**src/rtl/vqe_pkg.sv**
```systemverilog
// vqe_pkg: constants, payload structs and shared types of the VQ encoder.
// Used by every module under rtl; depends on nothing.
`timescale 1ns / 1ps
package vqe_pkg;

	localparam int CODEWORDS  = 64;
	localparam int BLOCK_SIDE = 4;
	localparam int ELEMS      = BLOCK_SIDE * BLOCK_SIDE;
	localparam int SAMPLE_W   = 8;
	localparam int ROW_W      = ELEMS * SAMPLE_W;
	localparam int IDX_W      = $clog2(CODEWORDS);
	localparam int ELEM_W     = $clog2(ELEMS);
	localparam int CNT_W      = $clog2(CODEWORDS + 1);
	localparam int CFG_W      = 7;
	localparam int SQ_W       = 2 * SAMPLE_W;
	localparam int MAX_SQ     = ((1 << SAMPLE_W) - 1) * ((1 << SAMPLE_W) - 1);
	localparam int ROWSUM_W   = $clog2(BLOCK_SIDE * MAX_SQ + 1);
	localparam int DIST_W     = $clog2(ELEMS * MAX_SQ + 1);
	localparam int Q_DEPTH    = 4;
	localparam int Q_PTR_W    = $clog2(Q_DEPTH);
	localparam int Q_CNT_W    = $clog2(Q_DEPTH + 1);

	localparam logic REQ_LOAD  = 1'b0;
	localparam logic REQ_PIXEL = 1'b1;

	typedef struct packed {
		logic       req_type;
		logic [5:0] code_index;
		logic [3:0] element_index;
		logic [7:0] sample_value;
	} in_item_t;

	typedef struct packed {
		logic [5:0]  best_index;
		logic [19:0] best_distance;
	} out_item_t;

	// one queued request after classification
	typedef struct packed {
		logic                is_pixel;
		logic                last;
		logic [IDX_W-1:0]    code;
		logic [ELEM_W-1:0]   elem;
		logic [SAMPLE_W-1:0] sample;
	} cmd_t;

	// tag travelling with a codeword through the distance pipeline
	typedef struct packed {
		logic             valid;
		logic             last;
		logic [IDX_W-1:0] idx;
	} tag_t;

	typedef struct packed {
		logic searching;
		logic popping;
		logic res_load;
	} bk_stat_t;

	typedef enum logic [1:0] {
		BK_IDLE,
		BK_SEARCH,
		BK_WAIT
	} bk_state_t;

endpackage

```
**src/rtl/vqe_front.sv**
```systemverilog
// vqe_front: accepts requests, drops out-of-range ones, flags block ends
// and queues the rest for the back end. Depends on vqe_pkg.
`timescale 1ns / 1ps
module vqe_front (
	input  logic              clk,
	input  logic              arst_n,
	input  logic              in_valid,
	output logic              in_ready,
	input  vqe_pkg::in_item_t in_item,
	output logic              q_valid,
	output vqe_pkg::cmd_t     q_cmd,
	input  logic              q_pop
);

	vqe_pkg::cmd_t                fifo_q [vqe_pkg::Q_DEPTH];
	logic [vqe_pkg::Q_PTR_W-1:0]  wr_q;
	logic [vqe_pkg::Q_PTR_W-1:0]  rd_q;
	logic [vqe_pkg::Q_CNT_W-1:0]  cnt_q;
	logic                         code_ok;
	logic                         elem_ok;
	logic                         keep;
	logic                         push;
	vqe_pkg::cmd_t                cmd;

	always_comb begin
		code_ok = 32'(in_item.code_index) < vqe_pkg::CODEWORDS;
		elem_ok = 32'(in_item.element_index) < vqe_pkg::ELEMS;
		keep = (in_item.req_type == vqe_pkg::REQ_PIXEL) ? elem_ok : (code_ok && elem_ok);
		cmd.is_pixel = (in_item.req_type == vqe_pkg::REQ_PIXEL);
		cmd.last = cmd.is_pixel && (32'(in_item.element_index) == vqe_pkg::ELEMS - 1);
		cmd.code = vqe_pkg::IDX_W'(in_item.code_index);
		cmd.elem = vqe_pkg::ELEM_W'(in_item.element_index);
		cmd.sample = in_item.sample_value;
	end

	assign in_ready = (cnt_q != vqe_pkg::Q_CNT_W'(vqe_pkg::Q_DEPTH));
	assign push     = in_valid && in_ready && keep;
	assign q_valid  = (cnt_q != '0);
	assign q_cmd    = fifo_q[rd_q];

	always_ff @(posedge clk) begin
		if (push) begin
			fifo_q[wr_q] <= cmd;
		end
	end

	always_ff @(posedge clk or negedge arst_n) begin
		if (!arst_n) begin
			wr_q  <= '0;
			rd_q  <= '0;
			cnt_q <= '0;
		end else begin
			if (push) begin
				wr_q <= wr_q + vqe_pkg::Q_PTR_W'(1);
			end
			if (q_pop) begin
				rd_q <= rd_q + vqe_pkg::Q_PTR_W'(1);
			end
			case ({push, q_pop})
				2'b10: cnt_q <= cnt_q + vqe_pkg::Q_CNT_W'(1);
				2'b01: cnt_q <= cnt_q - vqe_pkg::Q_CNT_W'(1);
				default: cnt_q <= cnt_q;
			endcase
		end
	end

endmodule

```
**config.mk**
```make
export PLATFORM = sky130hd
export DESIGN_NAME = vqe_front
export DESIGN_NICKNAME = d
export VERILOG_FILES = /design/src/rtl/vqe_pkg.sv /design/src/rtl/vqe_front.sv
export SDC_FILE = /design/constraint.sdc
export NUM_CORES = 1
export LEC_CHECK = 0
export ABC_CLOCK_PERIOD_IN_PS = 2800
export BUFFER_PORTS_ARGS = -buffer_cell sky130_fd_sc_hd__buf_2
export CAP_MARGIN = 20
export CORE_ASPECT_RATIO = 1.75
export CORE_UTILIZATION = 56
export DETAILED_ROUTE_END_ITERATION = 12
export PLACE_DENSITY_LB_ADDON = 0.12
export SLEW_MARGIN = 20
export SYNTH_ARGS = -nofsm -noshare
export SYNTH_HDL_FRONTEND = slang
export SYNTH_SLANG_ARGS = --single-unit
```
**constraint.sdc**
```tcl
create_clock -name clk -period 2.8 [get_ports clk]
set_input_delay 0.42 -clock clk [delete_from_list [all_inputs] [get_ports clk]]
set_output_delay 0.42 -clock clk [all_outputs]
set_load 0.1 [all_outputs]
```
==> metrics.cfg, run 1 <==
[synth]
yosysWarnings = 0
synth_flop_cell = edfxtp_1
synth.net_count = 172
yosys-top-cells-count = edfxtp_1, mux4_2, dfrtp_1
ys_async_sr_fraction_pct = 8.05
synth_area_sq_mm = 0.00331
synth_top_area_share_pct = 72.5
yosysMostFrequentCell = edfxtp_1
synth_area_leaders = edfxtp_1, mux4_2, dfrtp_1
netlist-cell-type-count = 20
synth_area_per_cell_sq_um = 23.2
synth_edf_count = 80
synth_seq_cells = 87
seq_area_frac_synth_pct = 77.8
synth_top_cell_by_area = edfxtp_1
netlist_instances = 143

[hold_path]
hold_class = input port to register

[die]
start_util_pct = 58.8
die_y_um = 104
die-area_sq_mm = 0.00624
fp.dieW_um = 60.1
ioPinCount = 45
core_area_sq_mm = 0.00563
row_count = 36

[clock_tree]
cts_buffers = 9
clock_latency_ps = 340
post_cts_buffers = 0
cts.repair.resized = 0
clock-sinks = 87
cts-root-buf = clkbuf_8
clockBufferDepth = 2
cts_tree = done
clkTransAtPathRegs_ps = 80
hold_buffers = 1
cts_htree_levels = 3

[cells_and_area]
drive_gt1_share_pct = 42.6
finalInstanceArea_sq_mm = 0.00383
antenna_cells = 0
area_delta_synth_final_pct = 15.7
layout.nets = 226
multiInputGateArea_sq_um = 688
seq_area_sq_mm = 0.00258
fillers = 394

[setup_path]
crit_start = rd_q[0]$_DFFE_PN0P_
r2r_cells = 9
r2r_start = cnt_q[1]$_DFFE_PN0P_
rr_endpoint = cnt_q[2]$_DFFE_PN0P_
required_ps = 2380
cp.arrival_ps = 2010
start_kind = register
worstPathMaxFanout = 20
crit_path_end_kind = output pin
r2r_slack_ps = 550
path_class = register to output pin
worstSetupEndpoint = q_cmd[12]

[global_route]
antenna_found_initial = 0
grt_max_degree = 21
grt_overflow = 0
track_usage_pct = 19.4
grt_pass1_vias = 1704
grt_pass1_wl_um = 8210

[timing]
finalSetupViolCount = 0
worst_pin_slew_ps = 556
slew_violations = 0
hold_viol = 0
max_freq_mhz = 412
slew_headroom_pct = 62.9
period_minus_slack_ps = 2430
finalSetupTns_ps = 0
finalClockSkew_ps = 3.55
fin_crit_sh_pct = 86.6
rsz0062_at_grt = false

[detailed_routing]
wl_per_cell_um = 19.1
dr_total_vias = 1512
via_per_inst = 5.44
postRouteWirelength_um = 5300
drc = 0
drt_pre_antenna_iters = 4
ant_nets = 0
drtIter0Drc = 77

[job]
cap_violations = 0

[placed_design]
hpwl_um = 3410
place_area_sq_mm = 0.00362
gp_congestion = 0.703
io_buffers = 44

[outcome]
outcome = finished clean

==> cell families (layout without fill, tap and decap cells) <==
group | Yosys count | count (layout) | synth area share (%)
flip-flops | 87 | 87 | 77.8
multiplexers | 22 | 22 | 14.4
AND/OR/NAND/NOR | 12 | 12 | 2.34
buffers and inverters | 10 | 69 | 1.40
adder cells (fa/ha/maj) | 6 | 6 | 2.49
XOR/XNOR | 6 | 6 | 1.59
==> routing by layer <==
layer	wire, um	global-route usage (%)	vias up
met4	117	10.3	0
met1	1970	19.6	775
met2	3030	34.4	43
met3	180	4.49	9
li1	-	-	685
met5	0	0	-
==> cell type report <==
type	instances	share of cell area, %
timing repair buffer	47	6.40
inverter	6	0.588
multi-input combinational	46	18.0
sequential	87	67.3
clock inverter	5	1.89
clock buffer	11	3.43
tap	76	2.48
==> sequential cells by signal, summed over array words and instances (netlist names) <==
register / cells
cnt_q: 3
fifo_q: 80
rd_q: 2
wr_q: 2
==> per-stage QoR <==
step	cells	hold WS (ps)	worst slack (ps)	utilization, %
after floorplan	143	124	529	-
after global placement	261	253	715	64.3
after global routing	278	272	255	68.1
after CTS	278	266	303	68.1
final	278	290	374	68.1
after detailed placement	261	263	556	64.3
==> worst max-delay path: stages (launching register included) <==
cell     delay, ps
dfrtp_1        390
buf_4          380
mux4_2         580
buf_2          310
==> placed cells by master (no fill, tap or decap), drive strengths merged <==
cell type / netlist / final
or3b: 1 / 1
mux2i: 1 / 1
and3: 4 / 4
clkinv: 0 / 3
inv: 6 / 6
or3: 1 / 1
dlygate4sd3: 0 / 1
xor2: 3 / 3
mux2: 1 / 1
ha: 5 / 5
xnor2: 3 / 3
clkbuf: 1 / 11
nand2: 2 / 2
bufinv: 0 / 2
and2: 1 / 1
fa: 1 / 1
mux4: 20 / 20
nand3: 1 / 1
buf: 3 / 46
nor2: 2 / 2
dfrtp: 7 / 7
edfxtp: 80 / 80
==> how the worst min path moves through the flow <==
stage / start / end / slack, ps / cells after the start
after CTS: in_item[5] / fifo_q[2][5]$_DFFE_PP_ / 270 / 1
after global routing: in_item[17] / fifo_q[2][17]$_DFFE_PP_ / 270 / 1
final: in_item[15] / fifo_q[2][15]$_DFFE_PP_ / 290 / 1
after detailed placement: arst_n / rd_q[1]$_DFFE_PN0P_ / 260 / 1
after floorplan: arst_n / cnt_q[0]$_DFFE_PN0P_ / 120 / 0
after global placement: arst_n / rd_q[1]$_DFFE_PN0P_ / 250 / 1
Power of run 1 is left out: the tool's default activity adds up to more than one toggle a clock period on the data nets, which glitch-free logic cannot reach.
==> run 2, diff against run 1 <==
Settings changed: CORE_MARGIN set to 4.
==> metrics.cfg, run 2 (synthesis results as in run 1) <==
[outcome]
outcome = finished clean  ; unchanged

[job]
cap_violations = 0  ; unchanged

[global_route]
track_usage_pct = 16.9  ; was 19.4%
grt_max_degree = 21  ; unchanged
grt_overflow = 0  ; unchanged
grt_pass1_vias = 1670  ; was 1704
grt_pass1_wl_um = 8690  ; was 8210 um
antenna_found_initial = 0  ; unchanged

[setup_path]
path_class = register to output pin  ; unchanged
start_kind = register  ; unchanged
crit_path_end_kind = output pin  ; unchanged
cp.arrival_ps = 1860  ; was 2010 ps
required_ps = 2380  ; about the same
r2r_start = cnt_q[1]$_DFFE_PN0P_  ; unchanged
worstPathMaxFanout = 15  ; was 20
crit_start = rd_q[0]$_DFFE_PN0P_  ; unchanged

[timing]
slew_headroom_pct = 63.1  ; was 62.9%
timing.final.ws_setup_ps = 520  ; was 374 ps
slew_violations = 0  ; unchanged
finalSetupViolCount = 0  ; unchanged
finalSetupTns_ps = 0  ; unchanged
finalClockSkew_ps = 10.5  ; was 3.55 ps
worst_pin_slew_ps = 554  ; was 556 ps
holdWs_ps = 289  ; was 290 ps
max_freq_mhz = 439  ; was 412 MHz
rsz0062_at_grt = false  ; unchanged
fin_crit_sh_pct = 81.4  ; was 86.6%
period_minus_slack_ps = 2280  ; was 2430 ps
hold_viol = 0  ; unchanged

[detailed_routing]
ant_nets = 0  ; unchanged
dr_total_vias = 1515  ; was 1512
via_per_inst = 5.43  ; was 5.44
drc = 0  ; unchanged
drtIter0Drc = 101  ; was 77
postRouteWirelength_um = 5250  ; was 5300 um
wl_per_cell_um = 18.8  ; was 19.1 um
drt_pre_antenna_iters = 4  ; unchanged

[die]
row_count = 36  ; unchanged
ioPinCount = 45  ; unchanged
core_area_sq_mm = 0.00568  ; was 0.00563 sq mm
die_y_um = 110  ; was 104 um
die-area_sq_mm = 0.00726  ; was 0.00624 sq mm
fp.dieW_um = 66.1  ; was 60.1 um
start_util_pct = 58.4  ; was 58.8%

[cells_and_area]
drive_gt1_share_pct = 44.3  ; was 42.6%
final_cell_mix = edfxtp_1, buf_2, mux4_2  ; unchanged
antenna_cells = 0  ; unchanged
area_delta_synth_final_pct = 14.9  ; was 15.7%
fin_util_pct = 67.1  ; was 68.1%
largest_reg_flops = 80  ; unchanged
mostFrequentLayoutCell = edfxtp_1  ; unchanged
layout.nets = 228  ; was 226
reg.largest.list = fifo_q: 80 flops, cnt_q: 3 flops  ; unchanged
regMostFlops = fifo_q  ; unchanged

[placed_design]
pre_cts_ws_ps = 556  ; about the same
hpwl_um = 3580  ; was 3410 um
io_buffers = 44  ; unchanged
gp_congestion = 0.693  ; was 0.703

[clock_tree]
cts_buffers = 9  ; unchanged
cts.repair.resized = 0  ; unchanged
clock_latency_ps = 340  ; about the same
clockBufferDepth = 2  ; unchanged
cts_htree_levels = 3  ; unchanged
clkTransAtPathRegs_ps = 80  ; about the same
cts-root-buf = clkbuf_8  ; unchanged
clock-sinks = 87  ; unchanged
cts_tree = done  ; unchanged

[hold_path]
hold_start = in_item[6]  ; was in_item[15]
hold_class = input port to register  ; unchanged

## run 2: final cells by class
| class | instances | area (sq um) |
|---|---|---|
| Clock inverter | 6 | 38.8 |
| Inverter | 6 | 22.5 |
| Multi-Input combinational cell | 46 | 688 |
| Timing Repair Buffer | 49 | 260 |
| Sequential cell | 87 | 2580 |
| Clock buffer | 9 | 124 |
| Fill cell | 410 | 1870 |
| Tap cell | 76 | 95.1 |
## run 2: worst paths after layout
path	to	slack, ps	cells past startpoint
worst max-delay path	q_cmd[10]	520	3
worst max register to register	cnt_q[2]$_DFFE_PN0P_	550	9
max in group asynchronous	rd_q[1]$_DFFE_PN0P_	2180	2
worst min register to register	cnt_q[2]$_DFFE_PN0P_	490	1
min in group asynchronous	cnt_q[0]$_DFFE_PN0P_	460	2
worst min-delay path	fifo_q[3][6]$_DFFE_PP_	290	1
## run 2: critical path: stages, from the launching register on
cell	delay, ps
dfrtp_1	340
buf_4	310
mux4_2	560
buf_2	310
## run 2: metrics by stage
| stage | cell area [sq um] | cells |
|---|---|---|
| global placement | 3630 | 263 |
| global route | 3810 | 279 |
| detailed placement | 3630 | 263 |
| finish | 3810 | 279 |
| floorplan | 3310 | 143 |
| CTS | 3810 | 279 |
## run 2: timing repair
action | 4_1_cts | 5_1_grt
hold buffers | 1 | 0
endpoints found under the hold margin | 7 | 0
setup buffers | 0 | 0
## run 2: per-layer routing
metal	vias to the layer above	track usage, %	part of all wire, %
met5	-	0	0
met4	0	6.54	1.7
met3	6	4.40	4.1
met2	37	29.6	56
met1	780	19.7	39
li1	692	-	-
Power of run 2 is left out for the same reason.
==> run 3, diff against run 2 <==
Settings changed: ABC_CLOCK_PERIOD_IN_PS 2800 to 2100.
Clock period 2.8 ns to 2.1 ns, I/O delays scaled along.
==> metrics.cfg, run 3 (synthesis results as in run 1) <==
[setup_path]
crit_family = multiplexers  ; was buffers and inverters
required_ps = 1780  ; was 2380 ps
worstPathMaxFanout = 15  ; unchanged
path_class = register to output pin  ; unchanged
start_kind = register  ; unchanged
max_stage_delay_ps = 500  ; was 560 ps
timing.critical_path.buf_inv = 2  ; unchanged
crit_path_end_kind = output pin  ; unchanged
cp_slowest_cell = mux4_2  ; unchanged
crit_chain = buf_12 -> mux4_2 -> buf_2  ; was buf_4 -> mux4_2 -> buf_2
cp.arrival_ps = 1720  ; was 1860 ps

[clock_tree]
clkTransAtPathRegs_ps = 70  ; was 80 ps
clock_latency_ps = 340  ; about the same
clockBufferDepth = 2  ; unchanged
cts_htree_levels = 3  ; unchanged
cts_tree = done  ; unchanged
cts_buffers = 9  ; unchanged
clock-sinks = 87  ; unchanged
cts-root-buf = clkbuf_8  ; unchanged

[timing]
slew_violations = 0  ; unchanged
period_minus_slack_ps = 2040
finalSetupViolCount = 0  ; unchanged
timing.final.ws_setup_ps = 64.0  ; was 520 ps
rsz0062_at_grt = true  ; was false
worst_pin_slew_ps = 548  ; was 554 ps
hold_viol = 0  ; unchanged
finalClockSkew_ps = 7.16  ; was 10.5 ps
max_freq_mhz = 491
fin_crit_sh_pct = 97.0
slew_headroom_pct = 63.5  ; was 63.1%

[cells_and_area]
regMostFlops = fifo_q  ; unchanged
reg.largest.list = fifo_q: 80 flops, cnt_q: 3 flops  ; unchanged
seq_area_sq_mm = 0.00258  ; about the same
antenna_cells = 0  ; unchanged
mostFrequentLayoutCell = edfxtp_1  ; unchanged
largest_reg_flops = 80  ; unchanged
layout.nets = 230  ; was 228
fillers = 391  ; was 410
multiInputGateArea_sq_um = 703  ; was 688 sq um
drive_gt1_share_pct = 46.6  ; was 44.3%
final_cell_mix = edfxtp_1, buf_2, mux4_2, buf_4, clkbuf_8  ; was edfxtp_1, buf_2, mux4_2
area_delta_synth_final_pct = 17.6  ; was 14.9%

[placed_design]
hpwl_um = 3360  ; was 3580 um
io_buffers = 44  ; unchanged
pre_cts_ws_ps = 48.9  ; was 556 ps
gp_congestion = 0.622  ; was 0.693

[global_route]
antenna_found_initial = 0  ; unchanged
grt_max_degree = 21  ; unchanged
grt_overflow = 0  ; unchanged
track_usage_pct = 16.2  ; was 16.9%
grt_pass1_vias = 1643  ; was 1670
grt_pass1_wl_um = 8240  ; was 8690 um

[detailed_routing]
dr_total_vias = 1506  ; was 1515
drtIter0Drc = 90  ; was 101
postRouteWirelength_um = 5070  ; was 5250 um
drc = 0  ; unchanged
ant_nets = 0  ; unchanged
drt_pre_antenna_iters = 4  ; unchanged
wl_per_cell_um = 18.0  ; was 18.8 um
via_per_inst = 5.34  ; was 5.43

[die]
start_util_pct = 58.4  ; unchanged
core_area_sq_mm = 0.00568  ; unchanged
die-area_sq_mm = 0.00726  ; unchanged
fp.dieW_um = 66.1  ; unchanged
ioPinCount = 45  ; unchanged
die_y_um = 110  ; unchanged
row_count = 36  ; unchanged

[hold_path]
hold_class = input port to register  ; unchanged

[outcome]
outcome = finished clean  ; unchanged

[job]
cap_violations = 0  ; unchanged

==> run 3: cell type report <==
cell class	count	area share [%]
Clock inverter	4	0.578
Clock buffer	12	3.47
Sequential cell	87	66.2
Tap cell	76	2.44
Multi-Input combinational cell	46	18.0
Timing Repair Buffer	51	8.70
Inverter	6	0.578
==> run 3: worst paths after layout <==
kind                                           start                     end  slack, ps  depth (start not counted)
worst max-delay path             rd_q[0]$_DFFE_PN0P_                q_cmd[6]         60                          3
worst min-delay path                      in_item[2]  fifo_q[3][2]$_DFFE_PP_        190                          1
worst max register to register  cnt_q[1]$_DFFE_PN0P_    cnt_q[2]$_DFFE_PN0P_         90                          9
worst min register to register  cnt_q[2]$_DFFE_PN0P_    cnt_q[2]$_DFFE_PN0P_        500                          1
max in group asynchronous                     arst_n     rd_q[1]$_DFFE_PN0P_       1580                          2
min in group asynchronous                     arst_n     wr_q[0]$_DFFE_PN0P_        340                          2
==> run 3: repair_timing <==
action / CTS / global route
cloned: 0 / 0
setup endpoints to repair: 15 / 10
hold buffers: 1 / 0
endpoints found under the hold margin: 7 / 0
resized for setup: 16 / 6
pin swaps: 0 / 3
setup buffers: 0 / 2
==> run 3: through the flow <==
step	utilization (%)	area (sq um)	std cells	hold slack, ps	TNS, ps
after floorplan	-	3330	143	19.4	-107
after global placement	64.5	3660	263	152	0
after detailed placement	64.5	3660	263	161	0
after CTS	68.2	3870	280	166	0
after global routing	68.7	3900	282	173	-0.0477
final	68.7	3900	282	187	0
==> run 3: per-layer routing <==
metal	track usage (%)	routed length (um)
met5	0	0
met4	7.41	106
met3	4.40	256
met2	27.9	2840
met1	18.6	1870
Power of run 3 is left out for the same reason.
